### src/dms_pkg.sv
// ----------------------------------------------------------------------------
// dms_pkg
// Shared widths, codes and controller/datapath bundles for the device mode
// supervisor.
// ----------------------------------------------------------------------------
package dms_pkg;

    // Field widths
    localparam int OP_W    = 2;
    localparam int SECS_W  = 16;
    localparam int MODE_W  = 3;
    localparam int TAKEN_W = 17;
    localparam int TIMER_W = 32;
    localparam int WAIT_W  = 16;
    localparam int CFG_IDX_W = 2;

    // Operation codes
    localparam logic [OP_W-1:0] OP_ADVANCE   = 2'd0;
    localparam logic [OP_W-1:0] OP_HEARTBEAT = 2'd1;
    localparam logic [OP_W-1:0] OP_FORCE     = 2'd2;

    // Mode codes
    localparam logic [MODE_W-1:0] MODE_DISABLED = 3'd0;
    localparam logic [MODE_W-1:0] MODE_STOPPED  = 3'd1;
    localparam logic [MODE_W-1:0] MODE_STARTING = 3'd2;
    localparam logic [MODE_W-1:0] MODE_STARTED  = 3'd3;
    localparam logic [MODE_W-1:0] MODE_STOPPING = 3'd4;

    // Configuration register indexes
    localparam logic [CFG_IDX_W-1:0] REG_STOPPED_WAIT    = 2'd0;
    localparam logic [CFG_IDX_W-1:0] REG_STARTING_WAIT   = 2'd1;
    localparam logic [CFG_IDX_W-1:0] REG_HEARTBEAT_LIMIT = 2'd2;
    localparam logic [CFG_IDX_W-1:0] REG_STOPPING_WAIT   = 2'd3;

    // Configuration reset values
    localparam logic [WAIT_W-1:0] STOPPED_WAIT_RST    = 16'd60;
    localparam logic [WAIT_W-1:0] STARTING_WAIT_RST   = 16'd120;
    localparam logic [WAIT_W-1:0] HEARTBEAT_LIMIT_RST = 16'd300;
    localparam logic [WAIT_W-1:0] STOPPING_WAIT_RST   = 16'd120;

    // Controller to datapath commands
    typedef struct packed {
        logic load;     // capture a new item
        logic exec;     // apply one step of the item
        logic publish;  // copy the step result into the output register
    } dp_cmd_t;

    // Datapath to controller status
    typedef struct packed {
        logic last;     // the pending step finishes the item
    } dp_status_t;

endpackage

### src/dms_cmd_if.sv
// ----------------------------------------------------------------------------
// dms_cmd_if
// Input item channel: operation, elapsed seconds and forced mode.
// ----------------------------------------------------------------------------
interface dms_cmd_if;
    import dms_pkg::*;

    logic              valid;
    logic              ready;
    logic [OP_W-1:0]   operation;
    logic [SECS_W-1:0] elapsed_seconds;
    logic [MODE_W-1:0] forced_mode;

    modport source (output valid, output operation, output elapsed_seconds,
                    output forced_mode, input ready);
    modport sink   (input valid, input operation, input elapsed_seconds,
                    input forced_mode, output ready);
endinterface

### src/dms_rsp_if.sv
// ----------------------------------------------------------------------------
// dms_rsp_if
// Result item channel: mode, transition count and both timers.
// ----------------------------------------------------------------------------
interface dms_rsp_if;
    import dms_pkg::*;

    logic               valid;
    logic               ready;
    logic [MODE_W-1:0]  current_mode;
    logic [TAKEN_W-1:0] transitions_taken;
    logic [TIMER_W-1:0] time_in_mode;
    logic [TIMER_W-1:0] heartbeat_age;

    modport source (output valid, output current_mode, output transitions_taken,
                    output time_in_mode, output heartbeat_age, input ready);
    modport sink   (input valid, input current_mode, input transitions_taken,
                    input time_in_mode, input heartbeat_age, output ready);
endinterface

### src/dms_cfg_if.sv
// ----------------------------------------------------------------------------
// dms_cfg_if
// Configuration write channel: register index and write data.
// ----------------------------------------------------------------------------
interface dms_cfg_if;
    import dms_pkg::*;

    logic                 valid;
    logic                 ready;
    logic [CFG_IDX_W-1:0] index;
    logic [WAIT_W-1:0]    data;

    modport source (output valid, output index, output data, input ready);
    modport sink   (input valid, input index, input data, output ready);
endinterface

### src/device_mode_supervisor_unit.sv
// ----------------------------------------------------------------------------
// device_mode_supervisor_unit
// Five-mode device supervisor with mode and heartbeat timers.
// ----------------------------------------------------------------------------
// One item is worked at a time. It is taken and then executed one step per
// cycle by a single compare-and-subtract step unit: heartbeat, force and zero
// or disabled-mode advances take one step, and an advance that crosses k
// timeouts takes k or k+1 steps, since the step unit settles one timeout per
// step. The next item is taken the cycle after the result is loaded into the
// output register, while that result may still wait to be taken; a final step
// is held only while an earlier result still occupies the output. Limit
// registers are written through the cfg channel, which is always ready.
module device_mode_supervisor_unit (
    input  logic clk,
    input  logic rst_n,
    dms_cfg_if.sink   cfg,
    dms_cmd_if.sink   cmd,
    dms_rsp_if.source rsp
);
    import dms_pkg::*;

    dp_cmd_t    dp_cmd;
    dp_status_t dp_status;
    logic       in_ready;
    logic       out_valid;

    // Configuration writes land immediately
    assign cfg.ready = 1'b1;
    assign cmd.ready = in_ready;
    assign rsp.valid = out_valid;

    dms_ctrl u_ctrl (
        .clk       (clk),
        .rst_n     (rst_n),
        .in_valid  (cmd.valid),
        .in_ready  (in_ready),
        .out_valid (out_valid),
        .out_ready (rsp.ready),
        .status    (dp_status),
        .cmd       (dp_cmd)
    );

    dms_datapath u_datapath (
        .clk                   (clk),
        .rst_n                 (rst_n),
        .cmd                   (dp_cmd),
        .status                (dp_status),
        .cfg_we                (cfg.valid),
        .cfg_index             (cfg.index),
        .cfg_data              (cfg.data),
        .in_operation          (cmd.operation),
        .in_elapsed_seconds    (cmd.elapsed_seconds),
        .in_forced_mode        (cmd.forced_mode),
        .out_current_mode      (rsp.current_mode),
        .out_transitions_taken (rsp.transitions_taken),
        .out_time_in_mode      (rsp.time_in_mode),
        .out_heartbeat_age     (rsp.heartbeat_age)
    );

endmodule

### src/dms_ctrl.sv
// ----------------------------------------------------------------------------
// dms_ctrl
// Sequencer: takes an item, steps the datapath until the item is done and
// hands the result to the output register when it is free.
// ----------------------------------------------------------------------------
module dms_ctrl (
    input  logic                clk,
    input  logic                rst_n,
    input  logic                in_valid,
    output logic                in_ready,
    output logic                out_valid,
    input  logic                out_ready,
    input  dms_pkg::dp_status_t status,
    output dms_pkg::dp_cmd_t    cmd
);
    import dms_pkg::*;

    typedef enum logic {
        S_IDLE,
        S_EXEC
    } state_t;

    state_t state_reg, state_next;
    logic   out_valid_reg, out_valid_next;
    logic   slot_free;

    assign in_ready  = (state_reg == S_IDLE);
    assign out_valid = out_valid_reg;
    assign slot_free = !out_valid_reg || out_ready;

    // Decode commands and next state
    always_comb
    begin
        cmd            = '0;
        state_next     = state_reg;
        out_valid_next = out_valid_reg && !out_ready;
        case (state_reg)
            S_IDLE:
            begin
                if (in_valid)
                begin
                    cmd.load   = 1'b1;
                    state_next = S_EXEC;
                end
            end
            S_EXEC:
            begin
                // hold the final step until the output register is free
                cmd.exec    = !status.last || slot_free;
                cmd.publish = status.last && slot_free;
                if (cmd.publish)
                begin
                    out_valid_next = 1'b1;
                    state_next     = S_IDLE;
                end
            end
            default:
            begin
                state_next = S_IDLE;
            end
        endcase
    end

    // Hold state and the output valid flag
    always_ff @(posedge clk or negedge rst_n)
    begin
        if (!rst_n)
        begin
            state_reg     <= S_IDLE;
            out_valid_reg <= 1'b0;
        end
        else
        begin
            state_reg     <= state_next;
            out_valid_reg <= out_valid_next;
        end
    end

    a_load_enters_exec: assert property (@(posedge clk) disable iff (!rst_n)
        cmd.load |=> state_reg == S_EXEC)
        else $error("accepted item did not start execution");

    a_final_step_waits: assert property (@(posedge clk) disable iff (!rst_n)
        (state_reg == S_EXEC && status.last && out_valid_reg && !out_ready)
        |=> (state_reg == S_EXEC && out_valid_reg))
        else $error("final step went ahead while the output was occupied");

    a_publish_shows_valid: assert property (@(posedge clk) disable iff (!rst_n)
        cmd.publish |=> out_valid_reg)
        else $error("published result not presented");

endmodule

### src/dms_datapath.sv
// ----------------------------------------------------------------------------
// dms_datapath
// Mode and timer state, limit registers and the step unit, which makes at most
// one transition per step, plus the result register.
// ----------------------------------------------------------------------------
module dms_datapath (
    input  logic                           clk,
    input  logic                           rst_n,
    input  dms_pkg::dp_cmd_t               cmd,
    output dms_pkg::dp_status_t            status,
    // configuration write
    input  logic                           cfg_we,
    input  logic [dms_pkg::CFG_IDX_W-1:0]  cfg_index,
    input  logic [dms_pkg::WAIT_W-1:0]     cfg_data,
    // item fields
    input  logic [dms_pkg::OP_W-1:0]       in_operation,
    input  logic [dms_pkg::SECS_W-1:0]     in_elapsed_seconds,
    input  logic [dms_pkg::MODE_W-1:0]     in_forced_mode,
    // result fields
    output logic [dms_pkg::MODE_W-1:0]     out_current_mode,
    output logic [dms_pkg::TAKEN_W-1:0]    out_transitions_taken,
    output logic [dms_pkg::TIMER_W-1:0]    out_time_in_mode,
    output logic [dms_pkg::TIMER_W-1:0]    out_heartbeat_age
);
    import dms_pkg::*;

    // limit registers
    logic [WAIT_W-1:0]  stopped_wait_reg, starting_wait_reg;
    logic [WAIT_W-1:0]  heartbeat_limit_reg, stopping_wait_reg;

    // supervisor state
    logic [MODE_W-1:0]  mode_reg, mode_next;
    logic [TIMER_W-1:0] mode_timer_reg, mode_timer_next;
    logic [TIMER_W-1:0] hb_timer_reg, hb_timer_next;

    // item in progress
    logic [OP_W-1:0]    op_reg;
    logic [SECS_W-1:0]  secs_reg, secs_next;
    logic [MODE_W-1:0]  fm_reg;
    logic [TAKEN_W-1:0] taken_reg, taken_next;

    // result register
    logic [MODE_W-1:0]  out_mode_reg;
    logic [TAKEN_W-1:0] out_taken_reg;
    logic [TIMER_W-1:0] out_mt_reg, out_hb_reg;

    // step signals
    logic [WAIT_W-1:0]  limit, limit_eff, need;
    logic [TIMER_W-1:0] timer;
    logic [MODE_W-1:0]  timeout_mode;
    logic               timed;
    logic [TIMER_W:0]   mt_sum, hb_sum;
    logic [TIMER_W-1:0] mt_sat, hb_sat;
    logic               last;

    // Select the limit and timer that apply in the current mode
    always_comb
    begin
        limit        = '0;
        timer        = mode_timer_reg;
        timeout_mode = MODE_DISABLED;
        timed        = 1'b1;
        case (mode_reg)
            MODE_STOPPED:
            begin
                limit        = stopped_wait_reg;
                timeout_mode = MODE_STARTING;
            end
            MODE_STARTING:
            begin
                limit        = starting_wait_reg;
                timeout_mode = MODE_STARTED;
            end
            MODE_STARTED:
            begin
                limit        = heartbeat_limit_reg;
                timer        = hb_timer_reg;
                timeout_mode = MODE_STOPPING;
            end
            MODE_STOPPING:
            begin
                limit        = stopping_wait_reg;
                timeout_mode = MODE_STOPPED;
            end
            default:
            begin
                timed = 1'b0;
            end
        endcase
        // a zero limit behaves as one second
        limit_eff = (limit == '0) ? {{(WAIT_W-1){1'b0}}, 1'b1} : limit;
        // seconds still outstanding; none once the timer is at or past the limit
        if (timer >= {{(TIMER_W-WAIT_W){1'b0}}, limit_eff})
        begin
            need = '0;
        end
        else
        begin
            need = limit_eff - timer[WAIT_W-1:0];
        end
    end

    // Saturating timer advance by the remaining seconds
    assign mt_sum = {1'b0, mode_timer_reg} + {{(TIMER_W-SECS_W+1){1'b0}}, secs_reg};
    assign hb_sum = {1'b0, hb_timer_reg} + {{(TIMER_W-SECS_W+1){1'b0}}, secs_reg};
    assign mt_sat = mt_sum[TIMER_W] ? '1 : mt_sum[TIMER_W-1:0];
    assign hb_sat = hb_sum[TIMER_W] ? '1 : hb_sum[TIMER_W-1:0];

    // One step of the item: at most one transition
    always_comb
    begin
        mode_next       = mode_reg;
        mode_timer_next = mode_timer_reg;
        hb_timer_next   = hb_timer_reg;
        secs_next       = secs_reg;
        taken_next      = taken_reg;
        last            = 1'b1;
        case (op_reg)
            OP_ADVANCE:
            begin
                if (secs_reg != '0)
                begin
                    if (!timed)
                    begin
                        mode_timer_next = mt_sat;
                        hb_timer_next   = hb_sat;
                        secs_next       = '0;
                    end
                    else if (secs_reg >= need)
                    begin
                        mode_next       = timeout_mode;
                        mode_timer_next = '0;
                        hb_timer_next   = '0;
                        secs_next       = secs_reg - need;
                        taken_next      = taken_reg + {{(TAKEN_W-1){1'b0}}, 1'b1};
                        last            = (secs_reg == need);
                    end
                    else
                    begin
                        mode_timer_next = mt_sat;
                        hb_timer_next   = hb_sat;
                        secs_next       = '0;
                    end
                end
            end
            OP_HEARTBEAT:
            begin
                hb_timer_next = '0;
            end
            OP_FORCE:
            begin
                // unknown mode codes leave the state alone
                if (fm_reg <= MODE_STOPPING)
                begin
                    mode_next       = fm_reg;
                    mode_timer_next = '0;
                    hb_timer_next   = '0;
                end
            end
            default:
            begin
            end
        endcase
    end

    assign status.last = last;

    // Limit registers
    always_ff @(posedge clk or negedge rst_n)
    begin
        if (!rst_n)
        begin
            stopped_wait_reg    <= STOPPED_WAIT_RST;
            starting_wait_reg   <= STARTING_WAIT_RST;
            heartbeat_limit_reg <= HEARTBEAT_LIMIT_RST;
            stopping_wait_reg   <= STOPPING_WAIT_RST;
        end
        else if (cfg_we)
        begin
            case (cfg_index)
                REG_STOPPED_WAIT:    stopped_wait_reg    <= cfg_data;
                REG_STARTING_WAIT:   starting_wait_reg   <= cfg_data;
                REG_HEARTBEAT_LIMIT: heartbeat_limit_reg <= cfg_data;
                REG_STOPPING_WAIT:   stopping_wait_reg   <= cfg_data;
                default:
                begin
                end
            endcase
        end
    end

    // Supervisor state
    always_ff @(posedge clk or negedge rst_n)
    begin
        if (!rst_n)
        begin
            mode_reg       <= MODE_DISABLED;
            mode_timer_reg <= '0;
            hb_timer_reg   <= '0;
        end
        else if (cmd.exec)
        begin
            mode_reg       <= mode_next;
            mode_timer_reg <= mode_timer_next;
            hb_timer_reg   <= hb_timer_next;
        end
    end

    // Item in progress
    always_ff @(posedge clk)
    begin
        if (cmd.load)
        begin
            op_reg    <= in_operation;
            secs_reg  <= in_elapsed_seconds;
            fm_reg    <= in_forced_mode;
            taken_reg <= '0;
        end
        else if (cmd.exec)
        begin
            secs_reg  <= secs_next;
            taken_reg <= taken_next;
        end
    end

    // Result register
    always_ff @(posedge clk)
    begin
        if (cmd.publish)
        begin
            out_mode_reg  <= mode_next;
            out_taken_reg <= taken_next;
            out_mt_reg    <= mode_timer_next;
            out_hb_reg    <= hb_timer_next;
        end
    end

    assign out_current_mode      = out_mode_reg;
    assign out_transitions_taken = out_taken_reg;
    assign out_time_in_mode      = out_mt_reg;
    assign out_heartbeat_age     = out_hb_reg;

    a_one_transition_per_step: assert property (@(posedge clk) disable iff (!rst_n)
        cmd.exec |=> (taken_reg == $past(taken_reg))
                     || (taken_reg == $past(taken_reg) + {{(TAKEN_W-1){1'b0}}, 1'b1}))
        else $error("more than one transition in a step");

    a_mode_change_clears_timers: assert property (@(posedge clk) disable iff (!rst_n)
        (mode_reg != $past(mode_reg)) |-> (mode_timer_reg == '0 && hb_timer_reg == '0))
        else $error("mode changed without clearing the timers");

    a_result_matches_state: assert property (@(posedge clk) disable iff (!rst_n)
        cmd.publish |=> (out_mode_reg == mode_reg && out_mt_reg == mode_timer_reg
                         && out_hb_reg == hb_timer_reg && out_taken_reg == taken_reg))
        else $error("published result differs from the state");

endmodule
### src/flat_wrapper.sv
// flat-port wrapper written by rule: the top's interface ports become plain ports
module device_mode_supervisor_unit_flat import dms_pkg::*;
  (clk, rst_n, cfg_valid, cfg_index, cfg_data, cfg_ready, cmd_valid, cmd_operation, cmd_elapsed_seconds, cmd_forced_mode, cmd_ready, rsp_valid, rsp_current_mode, rsp_transitions_taken, rsp_time_in_mode, rsp_heartbeat_age, rsp_ready);
  dms_cfg_if cfg_i ();
  dms_cmd_if cmd_i ();
  dms_rsp_if rsp_i ();
  input  logic clk;
  input  logic rst_n;
  input wire logic [$bits(cfg_i.valid)-1:0] cfg_valid;
  input wire logic [$bits(cfg_i.index)-1:0] cfg_index;
  input wire logic [$bits(cfg_i.data)-1:0] cfg_data;
  output wire logic [$bits(cfg_i.ready)-1:0] cfg_ready;
  input wire logic [$bits(cmd_i.valid)-1:0] cmd_valid;
  input wire logic [$bits(cmd_i.operation)-1:0] cmd_operation;
  input wire logic [$bits(cmd_i.elapsed_seconds)-1:0] cmd_elapsed_seconds;
  input wire logic [$bits(cmd_i.forced_mode)-1:0] cmd_forced_mode;
  output wire logic [$bits(cmd_i.ready)-1:0] cmd_ready;
  output wire logic [$bits(rsp_i.valid)-1:0] rsp_valid;
  output wire logic [$bits(rsp_i.current_mode)-1:0] rsp_current_mode;
  output wire logic [$bits(rsp_i.transitions_taken)-1:0] rsp_transitions_taken;
  output wire logic [$bits(rsp_i.time_in_mode)-1:0] rsp_time_in_mode;
  output wire logic [$bits(rsp_i.heartbeat_age)-1:0] rsp_heartbeat_age;
  input wire logic [$bits(rsp_i.ready)-1:0] rsp_ready;
  assign cfg_i.valid = cfg_valid;
  assign cfg_i.index = cfg_index;
  assign cfg_i.data = cfg_data;
  assign cfg_ready = cfg_i.ready;
  assign cmd_i.valid = cmd_valid;
  assign cmd_i.operation = cmd_operation;
  assign cmd_i.elapsed_seconds = cmd_elapsed_seconds;
  assign cmd_i.forced_mode = cmd_forced_mode;
  assign cmd_ready = cmd_i.ready;
  assign rsp_valid = rsp_i.valid;
  assign rsp_current_mode = rsp_i.current_mode;
  assign rsp_transitions_taken = rsp_i.transitions_taken;
  assign rsp_time_in_mode = rsp_i.time_in_mode;
  assign rsp_heartbeat_age = rsp_i.heartbeat_age;
  assign rsp_i.ready = rsp_ready;
  device_mode_supervisor_unit u_core (.clk(clk), .rst_n(rst_n), .cfg(cfg_i), .cmd(cmd_i), .rsp(rsp_i));
endmodule
### config.mk
export PLATFORM = sky130hd
export DESIGN_NAME = device_mode_supervisor_unit_flat
export DESIGN_NICKNAME = d
export VERILOG_FILES = /design/src/dms_pkg.sv /design/src/dms_cmd_if.sv /design/src/dms_rsp_if.sv /design/src/dms_cfg_if.sv /design/src/device_mode_supervisor_unit.sv /design/src/dms_ctrl.sv /design/src/dms_datapath.sv /design/src/flat_wrapper.sv
export SDC_FILE = /design/constraint.sdc
export NUM_CORES = 1
export LEC_CHECK = 0
export ABC_CLOCK_PERIOD_IN_PS = 13500
export BUFFER_PORTS_ARGS = -buffer_cell sky130_fd_sc_hd__buf_4
export CAP_MARGIN = 20
export CORE_UTILIZATION = 61
export CTS_CLUSTER_SIZE = 8
export DETAILED_ROUTE_END_ITERATION = 8
export PLACE_DENSITY = 0.84
export RECOVER_POWER = 50
export SETUP_SLACK_MARGIN = 0.5
export SLEW_MARGIN = 20
export SYNTH_ARGS = -nofsm -noshare
export SYNTH_HDL_FRONTEND = slang
export SYNTH_SLANG_ARGS = --single-unit
### constraint.sdc
create_clock -name clk -period 13.5 [get_ports clk]
set_clock_uncertainty 0.05 [all_clocks]
set_input_delay 2.7 -clock clk [delete_from_list [all_inputs] [get_ports clk]]
set_output_delay 2.7 -clock clk [all_outputs]
set_load 0.01 [all_outputs]
==> metrics.md <==
| Metric | Value |
|---|---|
| Dpl cell area | `0.0172 mm^2` |
| Final WL | `46.0 mm` |
| CTS H-tree depth | `2` |
| Slew headroom | `-162%` |
| Tcrit/Tclk final | `63.0%` |
| Commonest non-fill, non-tap cell in the layout | `nand2_1` |
| TritonCTS buffer count | `38` |
| Worst Setup End Kind | `async pin` |
| Gr usage total | `34.6%` |
| Crit path buf inv count | `2` |
| CTS clk-pin slew, worst paths | `0.04 ns` |
| Status | `complete, but fails checks` |
| Seq/Total Area, Yosys | `42.7%` |
| Top delay family on crit path | `buffers and inverters` |
| Critical path data required time | `13.22 ns` |
| Max_cap viols | `3` |
| Seq cells post-synth | `255` |
| # hold bufs at CTS | `0` |
| Clock buffer depth | `3` |
| CP max FO | `73` |
| Post-route setup TNS | `0 ns` |
| Initial Util | `62.9%` |
| CP Data Arrival Time | `around 8.2 ns` |
| CTS tree | `yes` |
| Placer Congestion | `0.946` |
| Antenna Nets Post-Route | `0` |
| Root buffer cell | `clkbuf_16` |
| Final number of setup-violating endpoints | `0` |
| Largest net degree at the start of global routing | `74` |
| FP Rows | `58` |
| Clock sinks | `255` |
| RSZ-0062 raised after global routing | `false` |
| CP Class | `in -> async` |
| Total Nets Final | `around 1.9k` |
| CP max-delay cell | `clkbuf_1` |
| DIE WIDTH | `164 um` |
| Slew @ Worst Pin | `3.93 ns` |
| Area Overhead vs Synth | `12.1%` |
| Syn Nets | `1,787` |
| Fin cells | `2,127` |
| Startpoint types | `input port` |
| Smallest hold slack | `0.459 ns` |
| Violated checks | `max-capacitance violations, max-slew violations` |
| DPL Wire Length | `around 32 mm` |
| CORE AREA | `0.0255 mm^2` |
| Initial antenna violation count | `0` |
| Most frequent cells in the layout | `nand2_1 (193), nor2_1 (133), a21oi_1 (122), clkbuf_1 (119), dfrtp_1 (117)` |
| Number of fill cells | `between 1.5k and 2k` |
| Fin area | `0.0179 mm^2` |
| Fraction of registers with async set/reset | `52.2%` |
| DRC Markers | `0` |
| HP Class | `reg -> reg` |
| Final min period | `roughly 8.5 ns` |
| Final-report max-slew violation count | `182` |
| Syn avg cell area | `a little under 10 um^2` |
| Most used DFF post-synth | `dfrtp_1` |
| Setup bufs post-CTS | `0` |
| Die Y | `164 um` |
| Drt first pass iters | `5` |
| PortBufs | `approximately 130` |
| Cts repair resizes | `0` |
| Vias | `14.1k` |
| Placed insts | `approximately 2k` |
| Ys Warns | `0` |
| Crit path top cell by count | `clkbuf_1` |
| Endpoints failing hold | `0` |
| Cells along the critical path | `clkbuf_1, clkbuf_1` |
| Via density | `6.63` |
| Synth unique cells | `97` |
| Synthesized instance count | `between 1.5k and 2k` |
| I/O pin count | `131` |
| Drt initial violations | `1,399` |
| Global-route wire length before repair | `72.2 mm` |
| Die area | `roughly 0.027 mm^2` |
| Post-synth EDFFs | `105` |
| Share of post-route cells with drive strength above 1 | `12.7%` |
| Fmax | `0.118 GHz` |
| Antenna cells | `0` |
| Remaining global-route overflow | `0` |
| Slowest stage delay, CP | `~2.7 ns` |
| Post-synthesis cell area | `0.0160 mm^2` |
| Clk Latency, worst-skew pair | `0.52 ns` |
| Wirelength per Cell | `21.6 um` |
| Number of global-route vias before repair | `13.5k` |
[per-layer routing]
layer	wire, um	share of wire (%)	GRT usage (%)	vias up
li1	-	-	-	6405
met1	18300	40	45.7	6782
met2	22000	48	56.7	769
met3	4000	8.7	4.97	142
met4	1750	3.8	14.7	0
met5	0	0	0	-
[synthesized netlist by cell type (15+ instances only)]
master      n  area share, %
o211ai_1   15           0.70
ha_1       80            6.3
a21oi_1   124            3.9
buf_2      28           0.88
clkbuf_1   42           0.98
a31oi_1    23           0.90
inv_1      56            1.3
a22o_1     26            1.4
o21ai_0    76            2.4
nor4_1     18           0.70
o21a_1     16           0.75
and3_1     25           0.98
dfxtp_1    17            2.1
xnor2_1    45            2.5
nor2_1    134            3.1
o21ai_1    20           0.63
mux2_2     69            4.9
dfstp_2    16            2.6
o22a_1     16           0.88
nand4_1    19           0.74
xor2_1     28            1.5
edfxtp_1  105             20
dfrtp_1   117             18
nand2_1   193            4.5
o31ai_1    17           0.80
a21o_1     43            2.0
nor3_1     25           0.78
nand3_1    34            1.1
a221oi_1   19            1.0
[area by class of cell]
cell class	count	area (um^2)	area share, %
Multi-Input combinational cell	1267	8600	47.9
Sequential cell	255	6840	38.1
Clock buffer	66	1090	6.06
Timing Repair Buffer	150	777	4.33
Tap cell	330	413	2.30
Inverter	56	210	1.17
Clock inverter	3	18.8	0.105
[metrics by stage]
step,setup WS (ns),utilization [%]
2_1_floorplan,4.10,-
3_3_place_gp,5.75,67.5
3_5_place_dp,5.23,67.5
4_1_cts,5.19,71.9
5_1_grt,3.82,70.5
6_report,4.99,70.5
[path summary, 6_finish.rpt]
kind                                                           endpoint  depth (start not counted)                                     from  slack (ns)
worst max-delay path            u_core.u_datapath.stopping_wait_reg[12]                          2                                    rst_n        4.99
worst min-delay path            u_core.u_datapath.stopping_wait_reg[12]                          1  u_core.u_datapath.stopping_wait_reg[12]        0.46
worst max register to register   u_core.u_datapath.out_heartbeat_age[4]                         22            u_core.u_datapath.mode_reg[1]        5.11
worst min register to register  u_core.u_datapath.stopping_wait_reg[12]                          1  u_core.u_datapath.stopping_wait_reg[12]        0.46
max in group clk                 u_core.u_datapath.out_heartbeat_age[4]                         22            u_core.u_datapath.mode_reg[1]        5.11
min in group asynchronous            u_core.u_datapath.hb_timer_reg[19]                          1                                    rst_n        3.51
[cells by family after synthesis]
| kind of cell | count (synthesis) | synth area share (%) |
|---|---|---|
| XOR/XNOR | 73 | 3.99 |
| buffers and inverters | 137 | 3.66 |
| other | 1 | 0.0234 |
| adder cells (fa/ha/maj) | 84 | 6.75 |
| AND/OR/NAND/NOR | 525 | 15.6 |
| multiplexers | 76 | 5.29 |
| flip-flops | 255 | 42.7 |
| AO/OA/AOI/OAI | 508 | 22.0 |
Power is left out: the tool's default activity adds up to more than one toggle a clock period on the data nets, which glitch-free logic cannot reach.
